--- src/design/mf3_ram.sv ---
// Generic single-write, single-read synchronous RAM with registered read data.
// Used for the two line buffers of the median filter; no package dependencies.
module mf3_ram #(
  parameter int WIDTH = 8,
  parameter int DEPTH = 16
) (
  input  logic                                      clk,
  input  logic                                      wr_en,
  input  logic [((DEPTH > 1) ? $clog2(DEPTH) : 1)-1:0] wr_addr,
  input  logic [WIDTH-1:0]                          wr_data,
  input  logic                                      rd_en,
  input  logic [((DEPTH > 1) ? $clog2(DEPTH) : 1)-1:0] rd_addr,
  output logic [WIDTH-1:0]                          rd_data
);

  logic [WIDTH-1:0] mem [DEPTH];

  always_ff @(posedge clk) begin
    if (wr_en) begin
      mem[wr_addr] <= wr_data;
    end
    if (rd_en) begin
      rd_data <= mem[rd_addr];
    end
  end

endmodule

--- config.mk ---
export PLATFORM = sky130hd
export DESIGN_NAME = mf3_ram
export DESIGN_NICKNAME = d
export VERILOG_FILES = /design/src/design/mf3_ram.sv
export SDC_FILE = /design/constraint.sdc
export NUM_CORES = 1
export LEC_CHECK = 0
export ABC_CLOCK_PERIOD_IN_PS = 2300
export BUFFER_PORTS_ARGS = -buffer_cell sky130_fd_sc_hd__buf_4
export CORE_ASPECT_RATIO = 1.25
export CORE_MARGIN = 1.5
export CORE_UTILIZATION = 45
export CTS_CLUSTER_DIAMETER = 30
export CTS_CLUSTER_SIZE = 14
export DETAILED_ROUTE_END_ITERATION = 16
export MAX_ROUTING_LAYER = met4
export PLACE_DENSITY_LB_ADDON = 0.08
export SLEW_MARGIN = 10
export SYNTH_ARGS = -nofsm -noshare
export SYNTH_HDL_FRONTEND = slang
export SYNTH_SLANG_ARGS = --single-unit
export TNS_END_PERCENT = 1
--- constraint.sdc ---
create_clock -name clk -period 2.3 [get_ports clk]
set_input_delay 0.345 -clock clk [delete_from_list [all_inputs] [get_ports clk]]
set_output_delay 0.345 -clock clk [all_outputs]
set_load 0.03 [all_outputs]
Yosys cells after proc, flatten, opt, wreduce, memory -nomap -nowiden
Memories as Yosys holds them, arrays and structs flattened. A register that Yosys moved wholly into a read port is not among the register bits.
Cells that the tools add are included.

operators by class
  mux-type cells = 2

operator list
  operator  count
  $mux 1    2

storage, ports and cells
  flip-flop bits (word level) = 0
  RAM bits = 128
  input bits = 19
  output and inout bits = 8
  memories = 1

memories
  name  depth  bits a word  rd ports  clocked after Yosys merged registers in  write ports  RTL line  RTL
  mem   16     8            1         1                                        1            16        logic [WIDTH-1:0] mem [DEPTH];

Depth between registers and ports, before layout
  depth in word-level cells = 2
  mapped depth = 5
  gate-level depth less buffers = 3

Worst setup path before layout
Ideal clock, no wire load.

  path kind = input to register
  start point = in wr_addr[2] (netlist bit)
  end point = mem mem[0][0] (enable)
  setup time = 383 ps
  arrival = 1,455 ps
  required time = 1,917 ps
  slack = 462 ps
  cell stages on the path = 2
  cell sequence = or3b_2 nor3_1

RTL lines
  element          RTL line  RTL
  start, declared  9         input logic [((DEPTH > 1) ? $clog2(DEPTH) : 1)-1:0] wr_addr,
  end, declared    16

No word-level cell before the write port.

==> key figures <==
Timing
  • RSZ-0062 raised after global routing: false
  • Count of final setup violators: 0
  • Tmin final: 1590 ps
  • Count of final hold-check violations: 0
  • Clock skew: 10.0 ps
  • Setup_tns: 0 ps
  • Max-slew violations: 0
  • Slew margin rel.: 68.6%
  • Slew @ Worst Pin: 471 ps
  • Max Clk Rate: 0.628 GHz
  • Period utilization: 69.2%
  • Worst Hold Slack: 230 ps

Pwr
  • Peak VDD IR: 0.000504 V
  • P_leak: 2.13 nW
  • Power Density: 917 nW/µm²

Clock network
  • Cts hold-fix bufs: 0
  • H-tree levels: 4
  • Post-CTS setup buffer count: 0
  • Post-CTS Resized: 0
  • Max Root-Sink Buffers: 2
  • Root Buffer: clkbuf_16
  • Sink Count: 136
  • TritonCTS buffer count: 17
  • Clk slew on worst S/H paths: 60 ps
  • CTS tree: yes
  • Worst skew pair latency: 420 ps

Placement
  • Placed instance count: 401
  • Dpl hpwl: 6600 µm
  • GP Congestion: 0.740
  • Port Buffer Count: 26

Synthesis
  • Synth Area in Simple Gates: 3.14%
  • Main combinational cell family by area after synthesis: multiplexers
  • Syn. warnings: 0
  • Synth Area in Compound Gates: 2.30%
  • Post-Synth Adder-Cell Area: 0%
  • Mapped cell area: 5230 µm²
  • Yosys cell types: 18
  • Flop and latch count out of synthesis: 136
  • Mean post-synth cell area: 22.8 µm²
  • Portion of netlist area occupied by mux cells: 14.8%
  • Post-synthesis xor/xnor area fraction: 0%
  • Register area share after synthesis: 78.1%
  • Cells after Synth: 229
  • Mapped Nets: 248

Global routing
  • GRT Overall Usage: 19.2%
  • Vias in the first global route: 2,532
  • Antenna violations before repair: 0
  • First-pass GRT wire length: 15,500 µm
  • Remaining global-route overflow: 0
  • Pin count of the biggest net entering global routing: 33

Floorplanning
  • Die area: 12,300 µm²
  • Chip width: 99.4 µm
  • Boundary Pins: 27
  • Core box area: 11,200 µm²
  • Initial Utilization: 46.7%
  • Die height: 124 µm
  • Site Rows: 43

Critical path
  • Critical path class: in -> reg
  • Critical path startpoint category: primary input
  • Maximum fanout along the worst path: 18
  • Data arrival, critical path: 1750 ps
  • Required @ worst endpoint: 2460 ps
  • Worst R2R Path Depth: 3
  • CP cell instances: buf_4 -> buf_12 -> mux4_1 -> a22oi_1 -> nand2_1
  • CP max stage delay: 570 ps
  • Crit-path slowest cell: mux4_1
  • Worst setup EP type: register

Routing
  • Remaining antenna violation count: 0
  • Routed WL: 10,300 µm
  • Vias per cell: 5.64
  • Drt wl/cell: 23.8 µm
  • Vias: 2,438
  • Initial DRT Pass Iterations: 5
  • # DRC: 0
  • Initial DRC count: 184

Cells and area
  • Layout cell share with drive strength beyond 1: 31.0%
  • Fin cells: 432
  • Commonest non-fill, non-tap cell in the layout: edfxtp_1
  • Commonest cells after routing, fill and taps aside: edfxtp_1 (136), buf_4 (46), mux4_2 (18)
  • Multi-input gate area: 1060 µm²
  • Register area: 4080 µm²
  • # fillers: 852
  • Final #Nets: 304
  • Ant diodes: 0
  • Area grow syn2layout: 19.4%

Run status
  • Outcome: completed

Flow run
  • Number of max-capacitance violations reported: 0

Hold path
  • Hold depth: 1
  • HP Class: in -> reg
==> per-layer routing <==
metal  vias up  share of wire [%]  global-route usage [%]
met1      1264                 44                    25.1
met2        76                 50                    29.2
met3         6                5.0                    4.92
li1       1092                  -                       -
met4         0               0.93                    7.66
met5         -                  0                       -
==> Yosys cell counts <==
cell type | n | area share (%)
edfxtp_1 | 136 | 78
mux4_2 | 18 | 7.8
a22oi_1 | 16 | 2.3
mux4_1 | 14 | 7.0
nor2_1 | 13 | 0.93
nand2_1 | 9 | 0.65
nor3_1 | 4 | 0.38
buf_2 | 3 | 0.29
buf_6 | 3 | 0.65
clkdlybuf4s25_2 | 3 | 0.57
nand2b_1 | 2 | 0.24
nand3b_1 | 2 | 0.29
and2_1 | 1 | 0.12
and2b_1 | 1 | 0.14
buf_4 | 1 | 0.14
nand3_1 | 1 | 0.096
nor2b_1 | 1 | 0.12
or3b_2 | 1 | 0.17
==> report_power, final <==
| group | leakage, nW | internal [mW] | switching [mW] |
|---|---|---|---|
| clock network | 0.279 | 1.67 | 0.949 |
| registers | 1.24 | 2.79 | 0.0142 |
| logic | 0.611 | 0.125 | 0.168 |
| total | 2.13 | 4.59 | 1.13 |
==> registers in the layout, indices dropped and copies added, names as in the netlist <==
register and flops:
rd_data 8, mem 128
==> kinds of logic after synthesis <==
kind of cell           after synthesis
AND/OR/NAND/NOR                     35
buffers and inverters               10
flip-flops                         136
AO/OA/AOI/OAI                       16
multiplexers                        32
==> worst max-delay path, delay by kind of cell <==
family	cells	cell delay (ps)
compound gates	1	290
buf+inv	2	450
mux	1	570
simple gates	1	80
==> cell type report <==
| cell class | count | area share [%] |
|---|---|---|
| clock buffers | 19 | 6.94 |
| repair buffers | 47 | 5.85 |
| clock inverters | 12 | 2.14 |
| well taps | 135 | 2.71 |
| flip-flops and latches | 136 | 65.4 |
| multi-input cells | 83 | 16.9 |
==> worst paths after layout <==
check,slack [ps],startpoint,endpoint
hold reg to reg,740,mem[14][1],rd_data[1]
setup / recovery,710,rd_addr[0],rd_data[1]
hold / removal,230,wr_data[0],mem[4][0]
setup reg to reg,810,mem[3][2],rd_data[2]
==> metrics by stage <==
| step | power (mW) | util [%] | instance area [µm²] | setup WS, ps |
|---|---|---|---|---|
| final | 5.72 | 55.8 | 6240 | 708 |
| after global routing | 5.89 | 55.8 | 6240 | 657 |
| after CTS | 5.77 | 55.8 | 6240 | 735 |
| after detailed placement | 3.16 | 50.7 | 5680 | 292 |
| after global placement | 3.15 | 50.7 | 5680 | 320 |
| after floorplan | 3.02 | - | 5230 | 462 |
Note: power is estimated with default switching activity, not from simulation.
