--- src/design/mf3_pkg.sv ---
// Shared types and constants of the 3x3 median image filter.
// Used by the top level, the median pipeline and the checker; depends on nothing.
package mf3_pkg;

  localparam int DEF_MAX_WIDTH    = 4096;
  localparam int DEF_MAX_CHANNELS = 4;

  localparam int SAMPLE_W   = 8;
  localparam int IMG_W_W    = 13;
  localparam int CH_CNT_W   = 3;
  localparam int CFG_IDX_W  = 1;
  localparam int CFG_DATA_W = 13;

  typedef enum logic [CFG_IDX_W-1:0] {
    REG_IMAGE_WIDTH   = 1'b0,
    REG_CHANNEL_COUNT = 1'b1
  } cfg_reg_t;

  // line stage: holding an item for its main job, or walking the right-edge run
  typedef enum logic [1:0] {
    S1_IDLE,
    S1_MAIN,
    S1_EDGE
  } line_state_t;

  typedef logic [SAMPLE_W-1:0] sample_t;

  typedef struct packed {
    sample_t upper;
    sample_t center;
    sample_t lower;
  } column_t;

  // three neighbor columns of one output sample plus its flags
  typedef struct packed {
    column_t left;
    column_t mid;
    column_t right;
    logic    row_end;
    logic    last_of_run;
  } job_t;

endpackage

--- src/design/mf3_median.sv ---
// Three-stage median-of-nine network with valid/ready flow control.
// Depends on mf3_pkg for the job and column types; its last stage is the output register.
module mf3_median (
  input  logic              clk,
  input  logic              rst,
  input  logic              job_valid,
  output logic              job_ready,
  input  mf3_pkg::job_t     job,
  output logic              m_tvalid,
  input  logic              m_tready,
  output mf3_pkg::sample_t  median,
  output logic              row_end,
  output logic              last_of_run
);

  function automatic mf3_pkg::sample_t min2(mf3_pkg::sample_t a, mf3_pkg::sample_t b);
    return (a < b) ? a : b;
  endfunction

  function automatic mf3_pkg::sample_t max2(mf3_pkg::sample_t a, mf3_pkg::sample_t b);
    return (a < b) ? b : a;
  endfunction

  function automatic mf3_pkg::sample_t med3(mf3_pkg::sample_t a, mf3_pkg::sample_t b,
                                            mf3_pkg::sample_t c);
    return max2(min2(a, b), min2(max2(a, b), c));
  endfunction

  // sorted result: lower = smallest, upper = largest
  function automatic mf3_pkg::column_t sort3(mf3_pkg::column_t col);
    mf3_pkg::sample_t lo01;
    mf3_pkg::sample_t hi01;
    mf3_pkg::sample_t rest;
    mf3_pkg::column_t res;
    lo01       = min2(col.upper, col.center);
    hi01       = max2(col.upper, col.center);
    res.lower  = min2(lo01, col.lower);
    rest       = max2(lo01, col.lower);
    res.center = min2(hi01, rest);
    res.upper  = max2(hi01, rest);
    return res;
  endfunction

  logic             v1;
  logic             v2;
  logic             v3;
  logic             r1;
  logic             r2;
  logic             r3;
  mf3_pkg::column_t sort_l;
  mf3_pkg::column_t sort_m;
  mf3_pkg::column_t sort_r;
  logic             row_end1;
  logic             last1;
  mf3_pkg::sample_t lo_max;
  mf3_pkg::sample_t mid_med;
  mf3_pkg::sample_t hi_min;
  logic             row_end2;
  logic             last2;

  assign r3        = !v3 || m_tready;
  assign r2        = !v2 || r3;
  assign r1        = !v1 || r2;
  assign job_ready = r1;
  assign m_tvalid  = v3;

  always_ff @(posedge clk) begin
    if (rst) begin
      v1 <= 1'b0;
      v2 <= 1'b0;
      v3 <= 1'b0;
    end else begin
      if (r1) begin
        v1 <= job_valid;
      end
      if (r2) begin
        v2 <= v1;
      end
      if (r3) begin
        v3 <= v2;
      end
    end
  end

  always_ff @(posedge clk) begin
    if (r1 && job_valid) begin
      sort_l   <= sort3(job.left);
      sort_m   <= sort3(job.mid);
      sort_r   <= sort3(job.right);
      row_end1 <= job.row_end;
      last1    <= job.last_of_run;
    end
    // max of the column minima, median of the middles, min of the maxima
    if (r2 && v1) begin
      lo_max   <= max2(max2(sort_l.lower, sort_m.lower), sort_r.lower);
      mid_med  <= med3(sort_l.center, sort_m.center, sort_r.center);
      hi_min   <= min2(min2(sort_l.upper, sort_m.upper), sort_r.upper);
      row_end2 <= row_end1;
      last2    <= last1;
    end
    if (r3 && v2) begin
      median      <= med3(lo_max, mid_med, hi_min);
      row_end     <= row_end2;
      last_of_run <= last2;
    end
  end

endmodule

--- config.mk ---
export PLATFORM = sky130hd
export DESIGN_NAME = mf3_median
export DESIGN_NICKNAME = d
export VERILOG_FILES = /design/src/design/mf3_pkg.sv /design/src/design/mf3_median.sv
export SDC_FILE = /design/constraint.sdc
export NUM_CORES = 1
export LEC_CHECK = 0
export BUFFER_PORTS_ARGS = -buffer_cell sky130_fd_sc_hd__clkbuf_2
export CAP_MARGIN = 0
export CORE_MARGIN = 1
export CORE_UTILIZATION = 55
export DETAILED_ROUTE_END_ITERATION = 10
export PLACE_DENSITY = 0.82
export SKIP_CTS_REPAIR_TIMING = 1
export SLEW_MARGIN = 20
export SYNTH_ARGS = -nofsm -noshare
export SYNTH_HDL_FRONTEND = slang
export SYNTH_SLANG_ARGS = --single-unit
--- constraint.sdc ---
create_clock -name clk -period 4.8 [get_ports clk]
set_input_delay 0 -clock clk [delete_from_list [all_inputs] [get_ports clk]]
set_output_delay 0 -clock clk [all_outputs]
set_load 0.01 [all_outputs]
=== After elaboration in Yosys (flattened, before gate mapping) ===
Index checks and enable logic that the tools add are counted.

* Flip-flop bits (word level): 113
* Input port bits: 78
* Output and inout bits: 12
* Logic and storage cells: 80

* Magnitude comparators: 19
* Multiplexer cells: 30
* Reductions and logical operators: 9

{| class="wikitable"
|+ Operators by type and width
! operator !! number
|-
| $mux 8 || 30
|-
| $lt 8x8->1 || 19
|-
| $logic_and 1x1->1 || 3
|-
| $logic_not 1->1 || 3
|-
| $logic_or 1x1->1 || 3
|}

=== Depth between registers and ports, before layout ===
* Depth in word-level cells: 6
* Gate-level depth with buffers: 27
* Depth with buffers taken out: 25

=== Least setup slack after synthesis ===
Ideal clock, no wire load.

* Kind: register to register
* Start: register lo_max[2]
* End: register median[0] (data pin)
* Library setup time: 0.255 ns
* Arrival: 4.877 ns
* Required time: 4.545 ns
* Slack: -0.332 ns
* Cell stages (with the launch flop): 21
* Buffers on the path: 0
* Period minus slack after synthesis: 5.132 ns
* Cells stage by stage: edfxtp_1 -> ha_1 -> o21ai_0 -> o21a_1 -> o211a_1 -> nor2_2 -> mux2_2 -> ha_1 -> a211oi_2 -> o2111ai_2 -> a21oi_4 -> mux2i_1 -> ha_1 -> a21o_1 -> a21oi_1 -> a21oi_1 -> a311oi_1 -> nand2_1 -> a211oi_1 -> o21ai_0 -> and3_1

* Cells in the longest elaborated chain, start to end: 6
* Elaborated cells between the ends (all ways): 7
* Those cells by class: 3 x order compare; 4 x mux

{| class="wikitable"
|+ Ends and longest elaborated chain
! what !! line !! RTL
|-
| start, declared || mf3_median.sv:55 || <nowiki>mf3_pkg::sample_t lo_max;</nowiki>
|-
| start signal, assigned || mf3_median.sv:95 || <nowiki>lo_max <= max2(max2(sort_l.lower, sort_m.lower), sort_r.lower);</nowiki>
|-
| $lt 8x8->1 || mf3_median.sv:17, mf3_median.sv:21 ||
|-
| $mux 8 || mf3_median.sv:21 || <nowiki>return (a < b) ? b : a;</nowiki>
|-
| $lt 8x8->1 || mf3_median.sv:17 || <nowiki>return (a < b) ? a : b;</nowiki>
|-
| $mux 8 || mf3_median.sv:17 ||
|-
| $lt 8x8->1 || mf3_median.sv:21 ||
|-
| $mux 8 * || mf3_median.sv:21 ||
|-
| end signal, assigned || mf3_median.sv:102 || <nowiki>median <= med3(lo_max, mid_med, hi_min);</nowiki>
|-
| end, declared || mf3_median.sv:11 || <nowiki>output mf3_pkg::sample_t median,</nowiki>
|}

Mark *: on every way between the ends. The rest lies on a longest branch, timed or not.
A chain may end at the register's enable or synchronous reset.

=== Worst setup path after layout ===
* Start: register sort_m[15] in the netlist's numbering
* End: register mid_med[5] (data pin)

* Cells in the longest elaborated chain, start to end: 6
* Elaborated cells between the ends (all ways): 7
* Those cells by class: 3 x order compare; 4 x mux

{| class="wikitable"
|+ Ends and longest elaborated chain
! what !! line !! RTL
|-
| start, declared || mf3_median.sv:51 || <nowiki>mf3_pkg::column_t sort_m;</nowiki>
|-
| start signal, assigned || mf3_median.sv:88 || <nowiki>sort_m <= sort3(job.mid);</nowiki>
|-
| $lt 8x8->1 || mf3_median.sv:17, mf3_median.sv:21 ||
|-
| $mux 8 || mf3_median.sv:21 ||
|-
| $lt 8x8->1 || mf3_median.sv:17 ||
|-
| $mux 8 || mf3_median.sv:17 ||
|-
| $lt 8x8->1 || mf3_median.sv:21 ||
|-
| $mux 8 * || mf3_median.sv:21 ||
|-
| end signal, assigned || mf3_median.sv:96 || <nowiki>mid_med <= med3(sort_l.center, sort_m.center, sort_r.center);</nowiki>
|-
| end, declared || mf3_median.sv:56 || <nowiki>mf3_pkg::sample_t mid_med;</nowiki>
|}

Marked as above.

==> results by group <==
Min path
  – Worst Hold Class: input pin to flip-flop
  – Worst Hold End: sort_l[3]
  – WHS Path Cells: 3
  – Worst Hold Launch: job[53]

Layout
  – Fin nets: 1544
  – Synth-to-Final Area Change: 35.3%
  – FF/Latch Area: between 3000 and 4000 um2
  – Area taken by multi-input logic gates: around 6500 um2
  – Post-route insts no fill: 1572
  – Share of post-route cells with drive strength above 1: 0.347
  – Layout fillers: ~940

GRT
  – Congestion Overflow GR: 0
  – Antenna violations before repair: 2
  – Largest net degree at the start of global routing: 73
  – First-pass GRT wire length: ~42000 um
  – Total Routing Usage GR: 0.293
  – Vias in the first global route: 8752

Logic synthesis
  – Most used DFF post-synth: edfxtp_1
  – Area share of the largest cell type after synthesis: 0.334
  – Async set-or-reset flop fraction in the synthesized netlist: 0
  – Most area-hungry cell type in the Yosys netlist: edfxtp_1
  – Top cells by area, synth: edfxtp_1 33%, ha_1 17%, mux2_2 6.5%
  – Yosys cell types: 64
  – Syn nets: 1262
  – Post-Synthesis Cells: ~1100
  – Yosys warns: 0
  – Synthesis-stage register bit count: 113
  – Post-synth EDFFs: between 100 and 150
  – Seq/Total Area, Yosys: 0.340
  – Mapped cell area: between 9000 and 10000 um2
  – Syn avg cell area: around 9.4 um2

CTS
  – Maximum clock insertion buffer count: 2
  – CTS clk-pin slew, worst paths: about 0.060 ns
  – TritonCTS Buffers: 17
  – Skew-Pair Late Insertion Delay: ~0.44 ns
  – Sink Count: about 110
  – H-tree levels: 4
  – Root Buffer: clkbuf_16
  – CTS tree: built

Placement
  – HPWL Detailed: between 15000 and 20000 um
  – Routability cong.: ~0.93
  – Placed insts: 1480
  – Port bufs: 89

Setup path
  – CP required: ~5.0 ns
  – CP max FO: 8
  – Worst setup EP type: flip-flop
  – CP startpoint kind: flip-flop
  – RR Startpoint: sort_m[15]
  – Worst reg2reg path depth: 21
  – R2R Setup Slk: -0.68 ns
  – Critical Path AT: between 5 and 6 ns
  – Crit Path Class: flip-flop to flip-flop
  – Reg2reg end: mid_med[5]

STA
  – Unrepaired setup endpoints after global routing: yes
  – Final worst setup slack: -0.682 ns
  – Final Hold Viols: 8
  – Worst slew margin: 0.196
  – Final worst-path cycle share: 1.14
  – # setup viols final: 26
  – Maximum clock rate: between 0.15 and 0.2 GHz
  – Max Slew Vio Count: 0
  – Least-Margin Pin Slew: between 1 and 1.5 ns
  – Final hold slack: -0.0415 ns
  – Worst clock skew: 0.0124 ns
  – Crit path time final: 5.48 ns

Route
  – Routed len/inst: about 22 um
  – Drt drc: 0
  – First drt pass iteration count: 8
  – Total Wirelength: 34900 um
  – Initial DRC Count: about 1400
  – Via-to-Cell Ratio: 6.50
  – Post-route ant nets: 0
  – Vias: around 10000

Pwr
  – Int Power: between 5 and 6 mW
  – Comb power frac: 0.687
  – Sw Ratio: 0.450
  – Leak: a little over 6 nW
  – Reg power frac: 0.180
  – Worst VDD drop: between 700 and 800 uV
  – Sw Pwr: between 4 and 5 mW
  – Pwr dens: 746 nW/um2
  – Clk pwr share: 0.133

Floorplanning
  – Die height: roughly 140 um
  – # rows: 48
  – Initial Util: 0.568
  – IO Count: 90
  – DIE AREA: about 19000 um2
  – Die Wd: between 100 and 150 um
  – Core Region: 17400 um2

Outcome
  – Outcome: finished with violations
  – Failing checks: negative hold slack, negative setup slack

Job
  – Max Cap Viol: 0
worst max path at each step:
stage / startpoint / end / slack [ns] / depth (start not counted)
floorplan: lo_max[2] / median[0] / -0.1 / 20
global placement: job[12] / sort_r[16] / -0.28 / 26
detailed placement: job[12] / sort_r[12] / -0.43 / 26
CTS: lo_max[5] / median[0] / -0.40 / 20
global route: mid_med[6] / median[0] / -0.84 / 21
finish: sort_m[15] / mid_med[5] / -0.68 / 21
final cells by class:
cell class | count | area share
multi-input combinational | 774 | 0.489
sequential | 113 | 0.251
inverter | 139 | 0.0390
antenna | 1 | 0.000187
timing repair buffer | 288 | 0.154
tap | 225 | 0.0210
clock buffer | 17 | 0.0318
clock inverter | 15 | 0.0138
synthesized netlist by cell type (4+ instances only):
cell type	instances
o211ai_1	7
nor2b_1	12
nor3_1	7
nand2b_1	5
mux2_2	57
o21ai_0	74
a21o_1	23
edfxtp_1	110
nand2_1	87
ha_1	133
a21oi_4	4
nand3_1	22
a211o_1	4
clkbuf_1	14
and3_1	5
a2111oi_0	5
o21a_1	12
a31oi_1	8
nand4_1	14
a21oi_1	73
buf_2	8
a211oi_1	7
nor2_1	73
o21ai_1	19
inv_1	139
mux2i_1	63
through the flow:
step	cell area (um2)	utilization	worst slack [ns]	TNS [ns]	total power [mW]
floorplan	10000	-	-0.0962	-0.0962	4.99
CTS	12300	0.707	-0.395	-4.87	7.99
finish	13400	0.769	-0.682	-11.70	9.99
global route	13400	0.769	-0.841	-18.55	10.4
detailed placement	11700	0.672	-0.425	-14.06	6.55
global placement	11700	0.672	-0.278	-4.77	6.30
cells by family (layout without fill, tap and decap cells):
group | after synthesis | in the layout | share of synthesized area
compound gates | 279 | 281 | 0.189
fa+ha+maj | 133 | 133 | 0.168
buf+inv | 166 | 459 | 0.0663
flops | 113 | 113 | 0.340
mux | 120 | 120 | 0.129
other cells | 0 | 1 | 0
simple gates | 240 | 240 | 0.108
flip-flops by register name (all words and copies together) (netlist names):
register,count
mid_med,8
last1,1
sort_m,24
row_end2,1
last_of_run,1
median,8
v1,1
row_end1,1
sort_l,24
hi_min,8
lo_max,8
last2,1
v2,1
sort_r,24
row_end,1
m_tvalid,1
per-layer routing:
| layer | track usage | vias up | wire length [um] |
|---|---|---|---|
| met3 | 0.0533 | 230 | 3590 |
| met1 | 0.352 | 4762 | 12500 |
| met4 | 0.157 | 0 | 2340 |
| li1 | - | 4413 | - |
| met2 | 0.495 | 813 | 16500 |
| met5 | 0 | - | 0 |
power by group through the flow:
stage	clock [mW]	sequential, mW	combinational, mW
after floorplan	0	1.70	3.29
after global placement	0	1.74	4.57
after detailed placement	0	1.75	4.80
after CTS	1.30	1.74	4.95
after global routing	1.35	1.80	7.21
final	1.33	1.79	6.87
layout by cell type (no fill, tap or decap), drive strengths merged, types with 5 or more instances in the layout:
| master | count |
|---|---|
| buf | 178 |
| mux2 | 57 |
| inv | 141 |
| edfxtp | 110 |
| a211oi | 10 |
| nor2 | 74 |
| nand3 | 22 |
| nand4 | 14 |
| a2111oi | 5 |
| clkinv | 5 |
| a31oi | 11 |
| o21ai | 96 |
| clkinvlp | 5 |
| nand2 | 87 |
| a21oi | 79 |
| clkbuf | 107 |
| nand2b | 5 |
| o21a | 12 |
| mux2i | 63 |
| dlygate4sd3 | 20 |
| o211ai | 7 |
| a21o | 23 |
| and3 | 5 |
| nor2b | 12 |
| nor3 | 7 |
| ha | 133 |
critical path, stage by stage, from the launching register on:
cell      delay (ns)
edfxtp_1        0.45
inv_2           0.14
ha_4            0.24
a21oi_4         0.17
o21ai_4         0.11
a21oi_4         0.30
mux2_4          0.40
ha_4            0.31
o21ai_4         0.07
o21a_2          0.25
nor2b_4         0.14
a311oi_4        0.64
mux2i_2         0.33
ha_1            0.32
a21oi_2         0.23
o22ai_2         0.11
or3_4           0.39
a21oi_4         0.18
a41oi_4         0.08
buf_12          0.21
nand2_2         0.05
o21ai_1         0.08
Note: power is estimated with default switching activity, not from simulation.
